## src/assert_macros.svh

```systemverilog
// ---------------------------------------------------------------------------
// assert_macros.svh
// Concurrent assertion helpers shared by the CSV parser RTL.
// ---------------------------------------------------------------------------
`ifndef ASSERT_MACROS_SVH
`define ASSERT_MACROS_SVH

`ifndef ASSERT_OFF

// expression holds at every clock edge out of reset
`define ASSERT_ALWAYS(lbl, clk, rst_n, expr) \
    lbl: assert property (@(posedge clk) disable iff (!rst_n) (expr)) \
        else $error("assertion failed: expression does not hold");

// consequent holds in the same cycle as the antecedent
`define ASSERT_IMPLIES(lbl, clk, rst_n, ante, cons) \
    lbl: assert property (@(posedge clk) disable iff (!rst_n) (ante) |-> (cons)) \
        else $error("assertion failed: implication does not hold");

// consequent holds in the cycle after the antecedent
`define ASSERT_NEXT(lbl, clk, rst_n, ante, cons) \
    lbl: assert property (@(posedge clk) disable iff (!rst_n) (ante) |=> (cons)) \
        else $error("assertion failed: next-cycle implication does not hold");

`else

`define ASSERT_ALWAYS(lbl, clk, rst_n, expr)
`define ASSERT_IMPLIES(lbl, clk, rst_n, ante, cons)
`define ASSERT_NEXT(lbl, clk, rst_n, ante, cons)

`endif

`endif

```

## src/cfpn_pkg.sv

```systemverilog
// ---------------------------------------------------------------------------
// cfpn_pkg
// Types and constants shared by the CSV field parser and normalizer.
// ---------------------------------------------------------------------------
package cfpn_pkg;

    localparam logic [7:0] QUOTE_CH = 8'h22;
    localparam logic [7:0] CR_CH    = 8'h0D;
    localparam logic [7:0] LF_CH    = 8'h0A;
    localparam logic [7:0] SPACE_CH = 8'h20;

    localparam logic [7:0] SEP_RESET = 8'd44;

    // queue between parser front and output back
    localparam int QDEPTH = 4;
    localparam int QAW    = $clog2(QDEPTH);

    typedef enum logic [1:0] {
        KIND_CHAR    = 2'd0,
        KIND_FIELD   = 2'd1,
        KIND_ROW     = 2'd2,
        KIND_DISCARD = 2'd3
    } t_kind;

    typedef enum logic {
        FUNC_DATA = 1'b0,
        FUNC_EOS  = 1'b1
    } t_func;

    typedef enum logic {
        REG_SEP  = 1'b0,
        REG_NORM = 1'b1
    } t_reg;

    // one queued entry: an optional held space, then the main word
    typedef struct packed {
        logic       space;
        t_kind      kind;
        logic [7:0] data;
    } t_entry;

endpackage

```

## src/cfpn_front.sv

```systemverilog
// ---------------------------------------------------------------------------
// cfpn_front
// Parser state machine: takes one byte per cycle while i_accept is high and
// classifies it into at most one queue entry.
// ---------------------------------------------------------------------------
`include "assert_macros.svh"

module cfpn_front import cfpn_pkg::*; (
    input  logic       i_clk,
    input  logic       i_rst_n,
    input  logic       i_accept,
    input  logic       i_func,
    input  logic [7:0] i_in_byte,
    input  logic [7:0] i_sep,
    input  logic       i_norm,
    output logic       o_push,
    output t_entry     o_entry
);

    logic r_quoted, n_quoted;
    logic r_qseen, n_qseen;
    logic r_swallow, n_swallow;
    logic r_lrs, n_lrs;
    logic r_held, n_held;
    logic r_row, n_row;

    logic       res_valid;
    logic       done;
    logic       do_emit;
    logic [7:0] ec;

    function automatic logic [7:0] to_lower(input logic [7:0] c);
        if (c >= 8'h41 && c <= 8'h5A) begin
            return c + 8'h20;
        end
        return c;
    endfunction

    always_comb begin
        n_quoted  = r_quoted;
        n_qseen   = r_qseen;
        n_swallow = r_swallow;
        n_lrs     = r_lrs;
        n_held    = r_held;
        n_row     = r_row;
        res_valid     = 1'b0;
        o_entry.space = 1'b0;
        o_entry.kind  = KIND_CHAR;
        o_entry.data  = 8'h00;
        done    = 1'b0;
        do_emit = 1'b0;
        ec      = i_in_byte;

        if (i_func == FUNC_EOS) begin
            if (r_row) begin
                res_valid    = 1'b1;
                o_entry.kind = KIND_DISCARD;
            end
            n_quoted  = 1'b0;
            n_qseen   = 1'b0;
            n_swallow = 1'b0;
            n_row     = 1'b0;
            n_lrs     = 1'b1;
            n_held    = 1'b0;
        end else begin
            if (r_swallow) begin
                n_swallow = 1'b0;
                if (i_in_byte == LF_CH) begin
                    done = 1'b1;
                end
            end
            // resolve the pending quote: doubled gives a literal, else close
            if (!done && r_qseen) begin
                n_qseen = 1'b0;
                if (i_in_byte == QUOTE_CH) begin
                    n_row   = 1'b1;
                    do_emit = 1'b1;
                    ec      = QUOTE_CH;
                    done    = 1'b1;
                end else begin
                    n_quoted = 1'b0;
                end
            end
            if (!done) begin
                if (i_in_byte == QUOTE_CH) begin
                    if (!n_quoted) begin
                        n_quoted = 1'b1;
                    end else begin
                        n_qseen = 1'b1;
                    end
                    n_row = 1'b1;
                end else if (!n_quoted && i_in_byte == i_sep) begin
                    res_valid    = 1'b1;
                    o_entry.kind = KIND_FIELD;
                    n_lrs  = 1'b1;
                    n_held = 1'b0;
                    n_row  = 1'b1;
                end else if (!n_quoted && (i_in_byte == CR_CH || i_in_byte == LF_CH)) begin
                    res_valid    = 1'b1;
                    o_entry.kind = KIND_ROW;
                    n_lrs     = 1'b1;
                    n_held    = 1'b0;
                    n_swallow = 1'b1;
                    n_row     = 1'b0;
                end else begin
                    n_row   = 1'b1;
                    do_emit = 1'b1;
                end
            end

            if (do_emit) begin
                if (i_norm) begin
                    if (ec == SPACE_CH) begin
                        // hold the space until a kept character follows
                        if (!r_lrs) begin
                            n_held = 1'b1;
                            n_lrs  = 1'b1;
                        end
                    end else begin
                        res_valid     = 1'b1;
                        o_entry.space = r_held;
                        o_entry.data  = to_lower(ec);
                        n_held = 1'b0;
                        n_lrs  = 1'b0;
                    end
                end else begin
                    res_valid     = 1'b1;
                    o_entry.space = r_held;
                    o_entry.data  = ec;
                    n_held = 1'b0;
                    n_lrs  = (ec == SPACE_CH);
                end
            end
        end
    end

    assign o_push = i_accept && res_valid;

    always_ff @(posedge i_clk) begin
        if (!i_rst_n) begin
            r_quoted  <= 1'b0;
            r_qseen   <= 1'b0;
            r_swallow <= 1'b0;
            r_lrs     <= 1'b1;
            r_held    <= 1'b0;
            r_row     <= 1'b0;
        end else if (i_accept) begin
            r_quoted  <= n_quoted;
            r_qseen   <= n_qseen;
            r_swallow <= n_swallow;
            r_lrs     <= n_lrs;
            r_held    <= n_held;
            r_row     <= n_row;
        end
    end

    `ASSERT_IMPLIES(a_held_implies_lrs, i_clk, i_rst_n, r_held, r_lrs)
    `ASSERT_IMPLIES(a_qseen_implies_quoted, i_clk, i_rst_n, r_qseen, r_quoted)
    `ASSERT_NEXT(a_eos_clears_row, i_clk, i_rst_n, i_accept && i_func == FUNC_EOS,
                 !r_row && !r_quoted && !r_held)

endmodule

```

## src/cfpn_queue.sv

```systemverilog
// ---------------------------------------------------------------------------
// cfpn_queue
// Small register FIFO that decouples the parser from the output stage.
// ---------------------------------------------------------------------------
`include "assert_macros.svh"

module cfpn_queue import cfpn_pkg::*; (
    input  logic   i_clk,
    input  logic   i_rst_n,
    input  logic   i_push,
    input  t_entry i_entry,
    input  logic   i_pop,
    output logic   o_full,
    output logic   o_valid,
    output t_entry o_entry
);

    t_entry r_mem [QDEPTH];
    logic [QAW-1:0] r_wr_ptr;
    logic [QAW-1:0] r_rd_ptr;
    logic [QAW:0]   r_count;

    assign o_full  = (r_count == (QAW+1)'(QDEPTH));
    assign o_valid = (r_count != '0);
    assign o_entry = r_mem[r_rd_ptr];

    always_ff @(posedge i_clk) begin
        if (i_push) begin
            r_mem[r_wr_ptr] <= i_entry;
        end
    end

    always_ff @(posedge i_clk) begin
        if (!i_rst_n) begin
            r_wr_ptr <= '0;
            r_rd_ptr <= '0;
            r_count  <= '0;
        end else begin
            if (i_push) begin
                r_wr_ptr <= r_wr_ptr + 1'b1;
            end
            if (i_pop) begin
                r_rd_ptr <= r_rd_ptr + 1'b1;
            end
            if (i_push && !i_pop) begin
                r_count <= r_count + 1'b1;
            end else if (i_pop && !i_push) begin
                r_count <= r_count - 1'b1;
            end
        end
    end

    `ASSERT_ALWAYS(a_count_in_range, i_clk, i_rst_n, r_count <= (QAW+1)'(QDEPTH))
    `ASSERT_ALWAYS(a_no_push_full, i_clk, i_rst_n, !(i_push && o_full))
    `ASSERT_ALWAYS(a_no_pop_empty, i_clk, i_rst_n, !(i_pop && !o_valid))

endmodule

```

## src/cfpn_back.sv

```systemverilog
// ---------------------------------------------------------------------------
// cfpn_back
// Output stage: expands each queued entry into one or two words and holds
// them in an output register until taken.
// ---------------------------------------------------------------------------
`include "assert_macros.svh"

module cfpn_back import cfpn_pkg::*; (
    input  logic       i_clk,
    input  logic       i_rst_n,
    input  logic       i_q_valid,
    input  t_entry     i_q_entry,
    output logic       o_q_pop,
    output logic       o_valid,
    input  logic       i_ready,
    output logic [1:0] o_out_kind,
    output logic [7:0] o_out_byte,
    output logic       o_out_last
);

    logic       r_valid;
    logic       r_phase;
    t_kind      r_kind;
    logic [7:0] r_byte;
    logic       r_last;

    logic load;
    logic send_space;

    assign load       = !r_valid || i_ready;
    assign send_space = i_q_entry.space && !r_phase;
    assign o_q_pop    = load && i_q_valid && !send_space;

    always_ff @(posedge i_clk) begin
        if (!i_rst_n) begin
            r_valid <= 1'b0;
            r_phase <= 1'b0;
        end else if (load) begin
            r_valid <= i_q_valid;
            if (i_q_valid) begin
                r_phase <= send_space;
            end
        end
    end

    always_ff @(posedge i_clk) begin
        if (load && i_q_valid) begin
            if (send_space) begin
                // emit the held space ahead of its character
                r_kind <= KIND_CHAR;
                r_byte <= SPACE_CH;
                r_last <= 1'b0;
            end else begin
                r_kind <= i_q_entry.kind;
                r_byte <= i_q_entry.data;
                r_last <= 1'b1;
            end
        end
    end

    assign o_valid    = r_valid;
    assign o_out_kind = r_kind;
    assign o_out_byte = r_byte;
    assign o_out_last = r_last;

    `ASSERT_IMPLIES(a_phase_mid_item, i_clk, i_rst_n, r_phase, r_valid && !r_last)
    `ASSERT_NEXT(a_pop_gives_last, i_clk, i_rst_n, o_q_pop, r_valid && r_last)
    `ASSERT_NEXT(a_stall_keeps_word, i_clk, i_rst_n, r_valid && !i_ready, r_valid)

endmodule

```

## src/csv_field_parser_normalizer_top.sv

```systemverilog
// ---------------------------------------------------------------------------
// csv_field_parser_normalizer_top
// CSV byte stream parser with optional whitespace and case normalization.
// ---------------------------------------------------------------------------
// Usage:
//   Input channel (i_valid/o_ready) carries one word per byte: i_func selects
//   a text byte or end of stream, i_in_byte holds the byte. Output channel
//   (o_valid/i_ready) carries result words: field characters, end of field,
//   end of row or discard of a partial row, with o_out_last marking the
//   final word caused by one input word.
//   Throughput: one input word per cycle while o_ready is high. An input
//   word yields zero, one or two result words; the output register drains
//   one word per cycle while i_ready is high, so a word that carries a held
//   space goes out as two result words. A result word passes through the
//   queue write and then the output register load before it is valid.
//   A 4-entry queue parts the parser from the output register; o_ready drops
//   only when it is full, so a stalled receiver backs up into the queue and
//   then into the input channel without losing words.
//   Reset (synchronous, active low) clears parser state and the queue, sets
//   the separator to comma and normalization off. Configure via APB at byte
//   addresses 0 and 4 only while idle; the block does not enforce idle.
// ---------------------------------------------------------------------------
module csv_field_parser_normalizer_top import cfpn_pkg::*; (
    input  logic        i_clk,
    input  logic        i_rst_n,
    input  logic        i_valid,
    output logic        o_ready,
    input  logic        i_func,
    input  logic [7:0]  i_in_byte,
    output logic        o_valid,
    input  logic        i_ready,
    output logic [1:0]  o_out_kind,
    output logic [7:0]  o_out_byte,
    output logic        o_out_last,
    input  logic        psel,
    input  logic        penable,
    input  logic        pwrite,
    input  logic [2:0]  paddr,
    input  logic [31:0] pwdata,
    output logic [31:0] prdata,
    output logic        pready
);

    logic [7:0] r_sep;
    logic       r_norm;
    logic       cfg_wr;
    t_reg       cfg_sel;

    logic   accept;
    logic   q_push;
    logic   q_pop;
    logic   q_full;
    logic   q_valid;
    t_entry front_entry;
    t_entry q_entry;

    assign pready  = 1'b1;
    assign cfg_wr  = psel && penable && pwrite;
    assign cfg_sel = t_reg'(paddr[2]);

    always_ff @(posedge i_clk) begin
        if (!i_rst_n) begin
            r_sep  <= SEP_RESET;
            r_norm <= 1'b0;
        end else if (cfg_wr) begin
            unique case (cfg_sel)
                REG_SEP:  r_sep  <= pwdata[7:0];
                REG_NORM: r_norm <= pwdata[0];
                default:  ;
            endcase
        end
    end

    always_comb begin
        unique case (cfg_sel)
            REG_SEP:  prdata = {24'h0, r_sep};
            REG_NORM: prdata = {31'h0, r_norm};
            default:  prdata = '0;
        endcase
    end

    assign o_ready = !q_full;
    assign accept  = i_valid && o_ready;

    cfpn_front u_front (
        .i_clk     (i_clk),
        .i_rst_n   (i_rst_n),
        .i_accept  (accept),
        .i_func    (i_func),
        .i_in_byte (i_in_byte),
        .i_sep     (r_sep),
        .i_norm    (r_norm),
        .o_push    (q_push),
        .o_entry   (front_entry)
    );

    cfpn_queue u_queue (
        .i_clk   (i_clk),
        .i_rst_n (i_rst_n),
        .i_push  (q_push),
        .i_entry (front_entry),
        .i_pop   (q_pop),
        .o_full  (q_full),
        .o_valid (q_valid),
        .o_entry (q_entry)
    );

    cfpn_back u_back (
        .i_clk      (i_clk),
        .i_rst_n    (i_rst_n),
        .i_q_valid  (q_valid),
        .i_q_entry  (q_entry),
        .o_q_pop    (q_pop),
        .o_valid    (o_valid),
        .i_ready    (i_ready),
        .o_out_kind (o_out_kind),
        .o_out_byte (o_out_byte),
        .o_out_last (o_out_last)
    );

endmodule
```

## config.mk

```make
export PLATFORM = sky130hd
export DESIGN_NAME = csv_field_parser_normalizer_top
export DESIGN_NICKNAME = d
export VERILOG_FILES = /design/src/cfpn_pkg.sv /design/src/cfpn_front.sv /design/src/cfpn_queue.sv /design/src/cfpn_back.sv /design/src/csv_field_parser_normalizer_top.sv
export VERILOG_INCLUDE_DIRS = /design/src /design/src/src
export SDC_FILE = /design/constraint.sdc
export NUM_CORES = 1
export LEC_CHECK = 0
export BUFFER_PORTS_ARGS = -buffer_cell sky130_fd_sc_hd__buf_2
export CAP_MARGIN = 0
export CORE_MARGIN = 2
export CORE_UTILIZATION = 53
export DETAILED_ROUTE_END_ITERATION = 10
export GPL_TIMING_DRIVEN = 0
export PLACE_DENSITY = 0.83
export SLEW_MARGIN = 10
export SYNTH_ARGS = -nofsm -noshare
export SYNTH_HDL_FRONTEND = slang
export SYNTH_SLANG_ARGS = --single-unit
```

## constraint.sdc

```tcl
create_clock -name i_clk -period 3.5 [get_ports i_clk]
set_input_delay 0.35 -clock i_clk [delete_from_list [all_inputs] [get_ports i_clk]]
set_output_delay 0.35 -clock i_clk [all_outputs]
set_load 0.02 [all_outputs]
```

After elaboration in Yosys (flattened, before gate mapping)
Memory sizes are Yosys's and may differ from the RTL's. A register that Yosys moved wholly into a read port is not among the register bits.
Index checks and enable logic that the tools add are counted.
Cells by class
  $add $sub $neg: 5
  multiply operators: 0
  div/mod/pow operators: 0
  magnitude comparators: 2
  eq/ne operators: 8
  shift operators: 0
  muxes and demuxes: 94
  bitwise gates (word level): 1
  reductions and logical operators: 29
Operators with widths (count)
  1-bit two-way mux: 74
  8-bit two-way mux: 9
  32-bit one-hot mux with 2 select lines: 1
  8-bit by 4-bit == test with 1-bit output, second input constant: 2
  8-bit by 6-bit == test with 1-bit output, second input constant: 2
  2-bit two-way mux: 8
  1-bit logical AND: 13
  8-bit by 6-bit adder with 8-bit output, second input constant: 1
  8-bit == test: 1
  8-bit by 7-bit >= comparator with 1-bit output, second input constant: 1
  8-bit by 7-bit less-or-equal comparator with 1-bit output, second input constant: 1
  1-bit logical NOT: 8
  3-bit two-way mux: 2
  3-bit by 2-bit != test with 1-bit output, second input constant: 2
  2-bit AND reduction: 3
  2-bit by 1-bit adder with 2-bit output, second input constant: 2
  3-bit by 1-bit adder with 3-bit output, second input constant: 1
  3-bit == test, second input constant: 1
  3-bit AND reduction: 1
  3-bit nonzero test: 1
  3-bit by 1-bit subtractor with 3-bit output, second input constant: 1
  1-bit logical OR: 2
  2-bit nonzero test: 1
  1-bit NOT: 1
Storage, ports and cells
  register bits after elaboration: 35
  latch bits: 0
  memory bits (writable): 44
  ROM bits: 0
  input port bits: 51
  output and inout port bits: 46
  logic and storage cells: 156
  memories kept: 1
Memory list
  u_queue.r_mem: depth 4, width 11, read ports 1, clocked after memory_dff 1, wr ports 1, line cfpn_queue.sv:18  | t_entry r_mem [QDEPTH];

Depth between registers and ports, before layout
Gate-level depths: netlist of run 1.
  depth after elaboration: 23
  gate-level depth with buffers: 13
  mapped depth without buffers: 11

Modules after synthesis
A second synthesis of run 1 with hierarchy kept.
Unflattened totals
  cells, all modules: 317
  area, all modules: 4045.1 µm²
By module, submodules not included
  cfpn_queue: instances 1, cells each 100, area an instance 2035.7 µm², seq. area each 1501.4 µm²
  cfpn_front: instances 1, cells each 106, area an instance 827.0 µm², seq. area each 120.1 µm²
  csv_field_parser_normalizer_top: instances 1, cells each 77, area an instance 649.4 µm², seq. area each 180.2 µm²
  cfpn_back: instances 1, cells each 34, area an instance 533.0 µm², seq. area each 370.4 µm²

Worst setup path before layout of run 1
No wires, ideal clock.
  path type: reg2reg
  from: register u_queue.r_count[0]
  to: register u_queue.r_count[2]
  setup time: 0.076 ns
  arrival time: 2.952 ns
  data required time: 3.424 ns
  setup slack: 0.472 ns
  stages on the path, launching flop included: 13
  path buffers: 1
  path through: dfxtp_1 or3b_1 clkbuf_1 nand2_1 or4_4 nand3b_4 nand2_1 ha_1 inv_1 fa_1 xor2_1 or3_1 a21boi_0
On the way
  cells in the longest elaborated chain, start to end: 7
  elaborated cells between the ends (all ways): 16
  those cells by class: add/sub: 2; eq/ne: 1; mux: 2; reduce/logical: 11
Ends and longest elaborated chain
  start: declaration: line cfpn_queue.sv:21  | logic [QAW:0] r_count;
  start signal: assignment: line cfpn_queue.sv:46  | r_count <= r_count + 1'b1;
  start signal: assignment: line cfpn_queue.sv:48  | r_count <= r_count - 1'b1;
  3-bit == test (*): line cfpn_queue.sv:23  | assign o_full = (r_count == (QAW+1)'(QDEPTH));
  1-bit logical NOT (*): line csv_field_parser_normalizer_top.sv:82  | assign o_ready = !q_full;
  named net o_ready: line csv_field_parser_normalizer_top.sv:27  | output logic o_ready,
  1-bit logical AND (*): line csv_field_parser_normalizer_top.sv:83  | assign accept = i_valid && o_ready;
  1-bit logical AND (*): line cfpn_front.sv:137  | assign o_push = i_accept && res_valid;
  named net q_push: line csv_field_parser_normalizer_top.sv:50  | logic q_push;
  1-bit logical NOT: line cfpn_queue.sv:47  | end else if (i_pop && !i_push) begin
  1-bit logical AND: line cfpn_queue.sv:47
  2-bit nonzero test (no source line)
Mark *: on every way through the listed nets, which the timed path passes. The rest lies on a longest branch. The select of a mux whose other input is x is not followed.
A chain may end at the register's enable or synchronous reset.

Final worst setup path of run 1
  from: register u_queue.r_count[0]
  to: register u_queue.r_count[2]
On the way
  cells in the longest elaborated chain, start to end: 7
  elaborated cells between the ends (all ways): 16
  those cells by class: add/sub: 2; eq/ne: 1; mux: 2; reduce/logical: 11
Ends and longest elaborated chain (line)
  3-bit == test (*): cfpn_queue.sv:23
  1-bit logical NOT (*): csv_field_parser_normalizer_top.sv:82
  1-bit logical AND (*): csv_field_parser_normalizer_top.sv:83
  1-bit logical AND (*): cfpn_front.sv:137
  named net q_push: csv_field_parser_normalizer_top.sv:50
  1-bit logical NOT: cfpn_queue.sv:47
  1-bit logical AND: cfpn_queue.sv:47
  2-bit nonzero test (no source line)
Marks and branches as above.

==> run_results.csv, run 1 <==
group,metric,value,unit
sta,fin_crit_sh,90.23,%
floorplanning,rows,31,
clock_tree,cts_hold_buf,0,
route,drc,0,
clock_tree,cts-root-buf,"clkbuf_8",
global_route,grt_max_degree,17,
global_route,antenna_found_initial,0,
route,drtPass1Iterations,4,
placed_design,place.gp.congestion,0.8865,
placed_design,dp_hpwl,5370,µm
sta,timing.setup.tns,0,ns
layout,syn_to_final_growth,15.75,%
global_route,grt.overflow.total,0,
logic_synthesis,synth_most_common_cell,"edfxtp_1",
sta,slew_headroom,22.69,%
sta,fin_skew,0.009255,ns
sta,fin_crit,3.158,ns
job,drv_cap,0,
layout,final_cells,513,
logic_synthesis,syn_area,3980,µm²
worst_setup_path,cp_cell_sequence,"or3b_1, clkbuf_1, nand2_1, or4_4, nand3b_4, nand2_1, ha_1, inv_1, fa_1, xor2_1, or3_1, a21boi_0",
logic_synthesis,synth-main-ff-cell,"edfxtp_1",
worst_setup_path,crit_type,"reg -> reg",
logic_synthesis,postSynthAreaPerCell,11.88,µm²
power,power_density,582.5,nW/µm²
logic_synthesis,synthTopCellsByCount,"55 x edfxtp_1, 38 x nand2_1, 27 x buf_4",
clock_tree,clk_pin_slew,0.09,ns
route,wirelength_met1,2958,µm
route,wl_met3,424,µm
floorplanning,core,7253,µm²
clock_tree,clock_sinks,81,
logic_synthesis,synth_top_cell_by_area,"edfxtp_1",
worst_setup_path,cp_max_fo,9,
sta,max_freq,0.3167,GHz
logic_synthesis,synth_cell_type_count,56,
route,drt-vias-per-instance,5.187,
worst_hold_path,min_path_type,"in -> reg",
sta,finalSetupViolCount,0,
floorplanning,die_w,90.66,µm
logic_synthesis,ys_seq_area_share,54.57,%
clock_tree,h-tree-depth,3,
worst_setup_path,worst-endpoint-required,3.78,ns
power,peakVddDrop,0.0002182,V
logic_synthesis,yosys_register_bits,81,
clock_tree,post_cts_resize_count,0,
floorplanning,dieArea,8218,µm²
route,vias,2661,
sta,hold_viol_final,0,
worst_setup_path,critPathArrivalTime,3.43,ns
route,drtAntennaViolNets,0,
worst_setup_path,cpMostUsedCell,"nand2_1",
logic_synthesis,synth_warnings,0,
clock_tree,clk_latency,0.35,ns
sta,rsz0062_at_grt,"no",
clock_tree,cts_setup_buffers,0,
global_route,grt_pass1_vias,2624,
layout,antenna_cells,0,
sta,slew_viol_final,0,
worst_setup_path,critPathMaxStageDelay,0.51,ns
logic_synthesis,synthArstFlopShare,0,%
floorplanning,start_util,54.87,%
power,p_leak,1.804,nW
placed_design,place_area,4393,µm²
logic_synthesis,synth_top_area_share,41.50,%
placed_design,port_buffers,39,
worst_setup_path,cp-end-kind,"flip-flop",
route,wl,7016,µm
layout,final_design_area_no_fill,4607,µm²
floorplanning,ios,97,
clock_tree,clk_path_buf_depth,2,
floorplanning,fp.dieH,90.66,µm
placed_design,place_inst,497,
logic_synthesis,syn_inst,335,
global_route,grt_usage,18.59,%
route,dr_wl_met2,3546,µm
sta,worst_slew_pin_slew,1.157,ns
layout,drive_above_1_share,26.33,%
worst_setup_path,crit_slowest_cell,"or4_4",
route,routed.top_layer,"met4",
worst_setup_path,critPathLaunchType,"flip-flop",
logic_synthesis,synth.top_cells.by_area,"edfxtp_1 41%, dfxtp_1 13%, mux4_2 6.2%",
layout,nNetsFinal,467,
route,drtIter0Drc,142,
global_route,grt_pass1_wl,12130,µm
status,outcome,"finished clean",
clock_tree,numCtsBuffers,9,
power,power.total,2.683,mW
clock_tree,cts_tree,"done",
logic_synthesis,synth_edf_count,55,
route,wire_per_inst,13.68,µm
==> power breakdown <==
part           switching, mW  internal, mW  leakage, nW
Clock                  0.365         0.344        0.104
Combinational          0.419         0.297        0.977
Sequential            0.0560          1.20        0.723
Total                  0.840          1.84         1.80
==> through the flow <==
stage                     util (%)  setup slack, ns  hold WS (ns)
after global routing         63.52          0.06815        0.2091
after global placement       60.46           0.1511        0.4654
after CTS                    63.46           0.3269        0.1853
after detailed placement     60.57           0.3405        0.4732
final                        63.52           0.3421        0.1998
after floorplan                  -           0.4725        0.4444
==> final cells by class <==
type / instances / area, µm²
buffer: 43 / 267.8
clock buffer: 9 / 123.9
clock inverter: 7 / 86.33
fill: 569 / 2646
inverter: 6 / 22.52
multi-input combinational: 228 / 1608
sequential: 81 / 2172
tap: 99 / 123.9
timing repair buffer: 40 / 202.7
==> flip-flops by register name, summed over array words and instances, names as in the netlist, 2 cells and up, named ones only <==
register and cells:
r_sep 8, u_queue.r_rd_ptr 2, u_queue.r_mem 44, u_queue.r_count 3
u_back.o_out_kind 2, u_back.o_out_byte 8, u_queue.r_wr_ptr 2
==> final timing paths <==
check,startpoint,end,slack (ns),cells past startpoint
setup reg to reg,u_queue.r_count[0],u_queue.r_count[2],0.34,12
hold / removal,pwdata[5],r_sep[5],0.20,3
setup / recovery,u_queue.r_count[0],u_queue.r_count[2],0.34,12
hold reg to reg,u_front.r_row,u_front.r_row,0.50,2
==> worst max-delay path: cells and delay by family, from the launching register on <==
kind | cells | cell delay, ns
buffers and inverters | 2 | 0.24
xor gates and xnor gates | 1 | 0.15
DFF | 1 | 0.42
AOI/OAI and AO/OA | 1 | 0.17
and+or+nand+nor | 6 | 1.48
adders and majority gates | 2 | 0.63
==> per-layer routing <==
metal | up-vias | global-route usage, %
li1 | 1320 | -
met1 | 1240 | 22.18
met2 | 90 | 32.09
met3 | 11 | 5.676
met4 | 0 | 6.154
met5 | - | 0
==> cell families after synthesis <==
| family | Yosys count | synth area share (%) |
|---|---|---|
| xor+xnor | 12 | 2.641 |
| other cells | 2 | 0.1887 |
| fa+ha+maj | 7 | 2.389 |
| compound gates | 54 | 9.525 |
| flops | 81 | 54.57 |
| simple gates | 115 | 16.13 |
| buf+inv | 49 | 7.293 |
| mux | 15 | 7.262 |
==> placed cells by master (no fill, tap or decap), types with 6 or more instances in the layout <==
| master | count |
|---|---|
| a21boi_0 | 8 |
| a21oi_1 | 11 |
| and2_1 | 16 |
| buf_2 | 43 |
| buf_4 | 28 |
| clkbuf_1 | 12 |
| clkbuf_8 | 9 |
| conb_1 | 25 |
| dfxtp_1 | 26 |
| edfxtp_1 | 55 |
| ha_1 | 6 |
| mux4_2 | 11 |
| nand2_1 | 38 |
| nand3_1 | 9 |
| nor2_1 | 10 |
| nor2b_1 | 11 |
| xnor2_1 | 11 |
Note: power is estimated with default switching activity, not from simulation.
==> run 2: changes to the inputs <==
--- a/config.mk
+++ b/config.mk
@@ -6,6 +6,7 @@
 export SDC_FILE = /design/constraint.sdc
 export NUM_CORES = 1
 export LEC_CHECK = 0
+export ABC_AREA = 1
 export BUFFER_PORTS_ARGS = -buffer_cell sky130_fd_sc_hd__buf_2
 export CAP_MARGIN = 0
 export CORE_MARGIN = 2
==> run 2 against run 1 <==
Net effect:
- clock power shrank 4.5%
- final area about the same
- count of clock-buffer cells in the layout did not move
- area after synthesis is 0.13% lower
- critical path type unchanged
- largest cell class unchanged
- highest routed layer unchanged
==> run_results.csv, run 2 <==
group,metric,value,unit
worst_hold_path,min_path_type,"in -> reg",
sta,slew_viol_final,0,
floorplanning,die_w,90.61,µm
logic_synthesis,synthArstFlopShare,0,%
global_route,grt.overflow.total,0,
floorplanning,fp.dieH,90.61,µm
layout,fillerInstances,566,
floorplanning,rows,31,
global_route,grt_pass1_wl,12680,µm
power,peakVddDrop,0.0002494,V
layout,syn_to_final_growth,15.96,%
clock_tree,clk_latency,0.36,ns
worst_setup_path,critPathLaunchType,"flip-flop",
worst_setup_path,critPathArrivalTime,2.83,ns
global_route,grt_max_degree,15,
clock_tree,numCtsBuffers,9,
clock_tree,cts_hold_buf,0,
floorplanning,start_util,54.80,%
layout,largest_reg_flops,44,
sta,rsz0062_at_grt,"no",
logic_synthesis,synth_warnings,0,
route,drtPass1Iterations,5,
sta,worst_slew_pin_slew,0.7888,ns
logic_synthesis,synth_edf_count,55,
logic_synthesis,ys_seq_area_share,54.64,%
sta,timing.setup.tns,0,ns
layout,antenna_cells,0,
power,p_leak,1.995,nW
worst_setup_path,worst-endpoint-required,3.74,ns
route,drtIter0Drc,179,
clock_tree,clock_sinks,81,
logic_synthesis,synth_cell_type_count,41,
placed_design,port_buffers,45,
logic_synthesis,yosys_register_bits,81,
status,outcome,"finished clean",
logic_synthesis,postSynthAreaPerCell,9.442,µm²
clock_tree,post_cts_resize_count,0,
layout,final_common_cell,"edfxtp_1",
sta,max_freq,0.3860,GHz
worst_setup_path,cp-end-kind,"flip-flop",
route,wl,7671,µm
layout,drive_above_1_share,25.74,%
logic_synthesis,synth.top_cells.by_area,"edfxtp_1 42%, dfxtp_1 13%, nor2_1 5.1%",
global_route,grt_pass1_vias,2878,
floorplanning,ios,97,
clock_tree,cts-root-buf,"clkbuf_8",
route,vias,2971,
worst_setup_path,crit_type,"reg -> reg",
layout,final_cell_mix,"55 x edfxtp_1, 54 x nor2_1, 49 x nand2_1",
route,drt-vias-per-instance,4.919,
floorplanning,core,7253,µm²
logic_synthesis,synth_top_cell_by_area,"edfxtp_1",
worst_setup_path,cp_max_fo,5,
layout,regMostFlops,"u_queue.r_mem",
power,power.total,2.867,mW
clock_tree,clk_path_buf_depth,2,
logic_synthesis,syn_inst,421,
job,drv_cap,0,
sta,fin_crit,2.590,ns
floorplanning,dieArea,8209,µm²
clock_tree,h-tree-depth,3,
logic_synthesis,synth-main-ff-cell,"edfxtp_1",
sta,hold_viol_final,0,
clock_tree,clk_pin_slew,0.08,ns
route,wire_per_inst,12.70,µm
clock_tree,cts_tree,"done",
route,drtAntennaViolNets,0,
sta,hold-worst-slack,0.2093,ns
sta,fin_crit_sh,74.01,%
clock_tree,cts_setup_buffers,0,
logic_synthesis,syn_area,3975,µm²
logic_synthesis,synthTopCellsByCount,"55 x edfxtp_1, 54 x nor2_1, 49 x nand2_1",
logic_synthesis,synth_top_area_share,41.55,%
layout,nNetsFinal,558,
placed_design,place.gp.congestion,0.8479,
sta,finalSetupViolCount,0,
placed_design,dp_hpwl,5549,µm
global_route,antenna_found_initial,0,
sta,slew_headroom,47.25,%
sta,fin_skew,0.01076,ns
logic_synthesis,synth_most_common_cell,"edfxtp_1",
power,power_density,622.1,nW/µm²
route,drc,0,
global_route,grt_usage,19.37,%
run 2: cell types whose count changed after synthesis, moves of 13 or more:
cell / before / now
o21ai_0: 5 / 34
a21oi_1: 12 / 25
inv_1: 5 / 48
nor2_1: 10 / 54
and2_1: 16 / 0
run 2: final cells by class:
| cell class | count | area (µm²) | area share [%] |
|---|---|---|---|
| Sequential cell | 81 | 2172 | 47.12 |
| Multi-Input combinational cell | 265 | 1425 | 30.92 |
| Buffer | 37 | 239.0 | 5.185 |
| Inverter | 61 | 231.5 | 5.022 |
| Timing Repair Buffer | 45 | 225.2 | 4.886 |
| Clock buffer | 9 | 123.9 | 2.687 |
| Tap cell | 99 | 123.9 | 2.687 |
| Clock inverter | 7 | 68.82 | 1.493 |
run 2: cell families after synthesis:
family,after synthesis,synth area share (%)
flip-flops,81,54.64
other,2,0.1889
multiplexers,1,0.2518
buffers and inverters,98,11.84
XOR/XNOR,6,1.322
adder cells (fa/ha/maj),7,2.392
AO/OA/AOI/OAI,77,11.36
AND/OR/NAND/NOR,149,18.00
run 2: worst max-delay path, stage by stage, from the launching register on:
cell	delay, ns
dfxtp_1	0.32
inv_1	0.11
nand2_1	0.07
nand2_1	0.07
nand2_1	0.05
nor2_1	0.12
nand2_2	0.09
nand2_2	0.11
nand2_2	0.09
nand3_2	0.09
nand3_4	0.10
nand2_4	0.09
ha_1	0.15
inv_1	0.07
fa_1	0.45
a21oi_1	0.15
o21ai_0	0.12
o21ai_0	0.17
a21oi_1	0.06
run 2: through the flow:
| step | util (%) | setup WS [ns] | cell area [µm²] | std cells |
|---|---|---|---|---|
| 6_report | 63.55 | 0.9096 | 4609 | 604 |
| 2_1_floorplan | - | 1.159 | 4061 | 444 |
| 5_1_grt | 63.55 | 0.6966 | 4609 | 604 |
| 3_5_place_dp | 60.89 | 0.7636 | 4417 | 588 |
| 4_1_cts | 63.55 | 0.9195 | 4609 | 604 |
| 3_3_place_gp | 60.81 | 0.6604 | 4410 | 588 |
run 2: report_power, final:
part / internal (mW) / leakage, nW / switching (mW)
clock: 0.330 / 0.0991 / 0.348
sequential: 1.23 / 0.729 / 0.0597
combinational: 0.289 / 1.17 / 0.614
total: 1.85 / 2.00 / 1.02
run 2: worst paths after layout:
check / endpoint / startpoint / cells after the start / slack (ns)
setup / recovery: u_queue.r_count[2] / r_sep[0] / 18 / 0.91
hold / removal: r_sep[3] / pwdata[3] / 3 / 0.21
setup reg to reg: u_queue.r_count[2] / r_sep[0] / 18 / 0.91
hold reg to reg: flip-flop / u_queue.r_rd_ptr[1] / 2 / 0.47
run 2: per-layer routing:
layer / part of all wire [%] / up-vias / GRT usage, %
met2: 48 / 119 / 33.58
li1: - / 1500 / -
met4: 3.6 / 0 / 10.64
met3: 6.1 / 22 / 3.255
met5: 0 / - / 0
met1: 42 / 1330 / 22.81
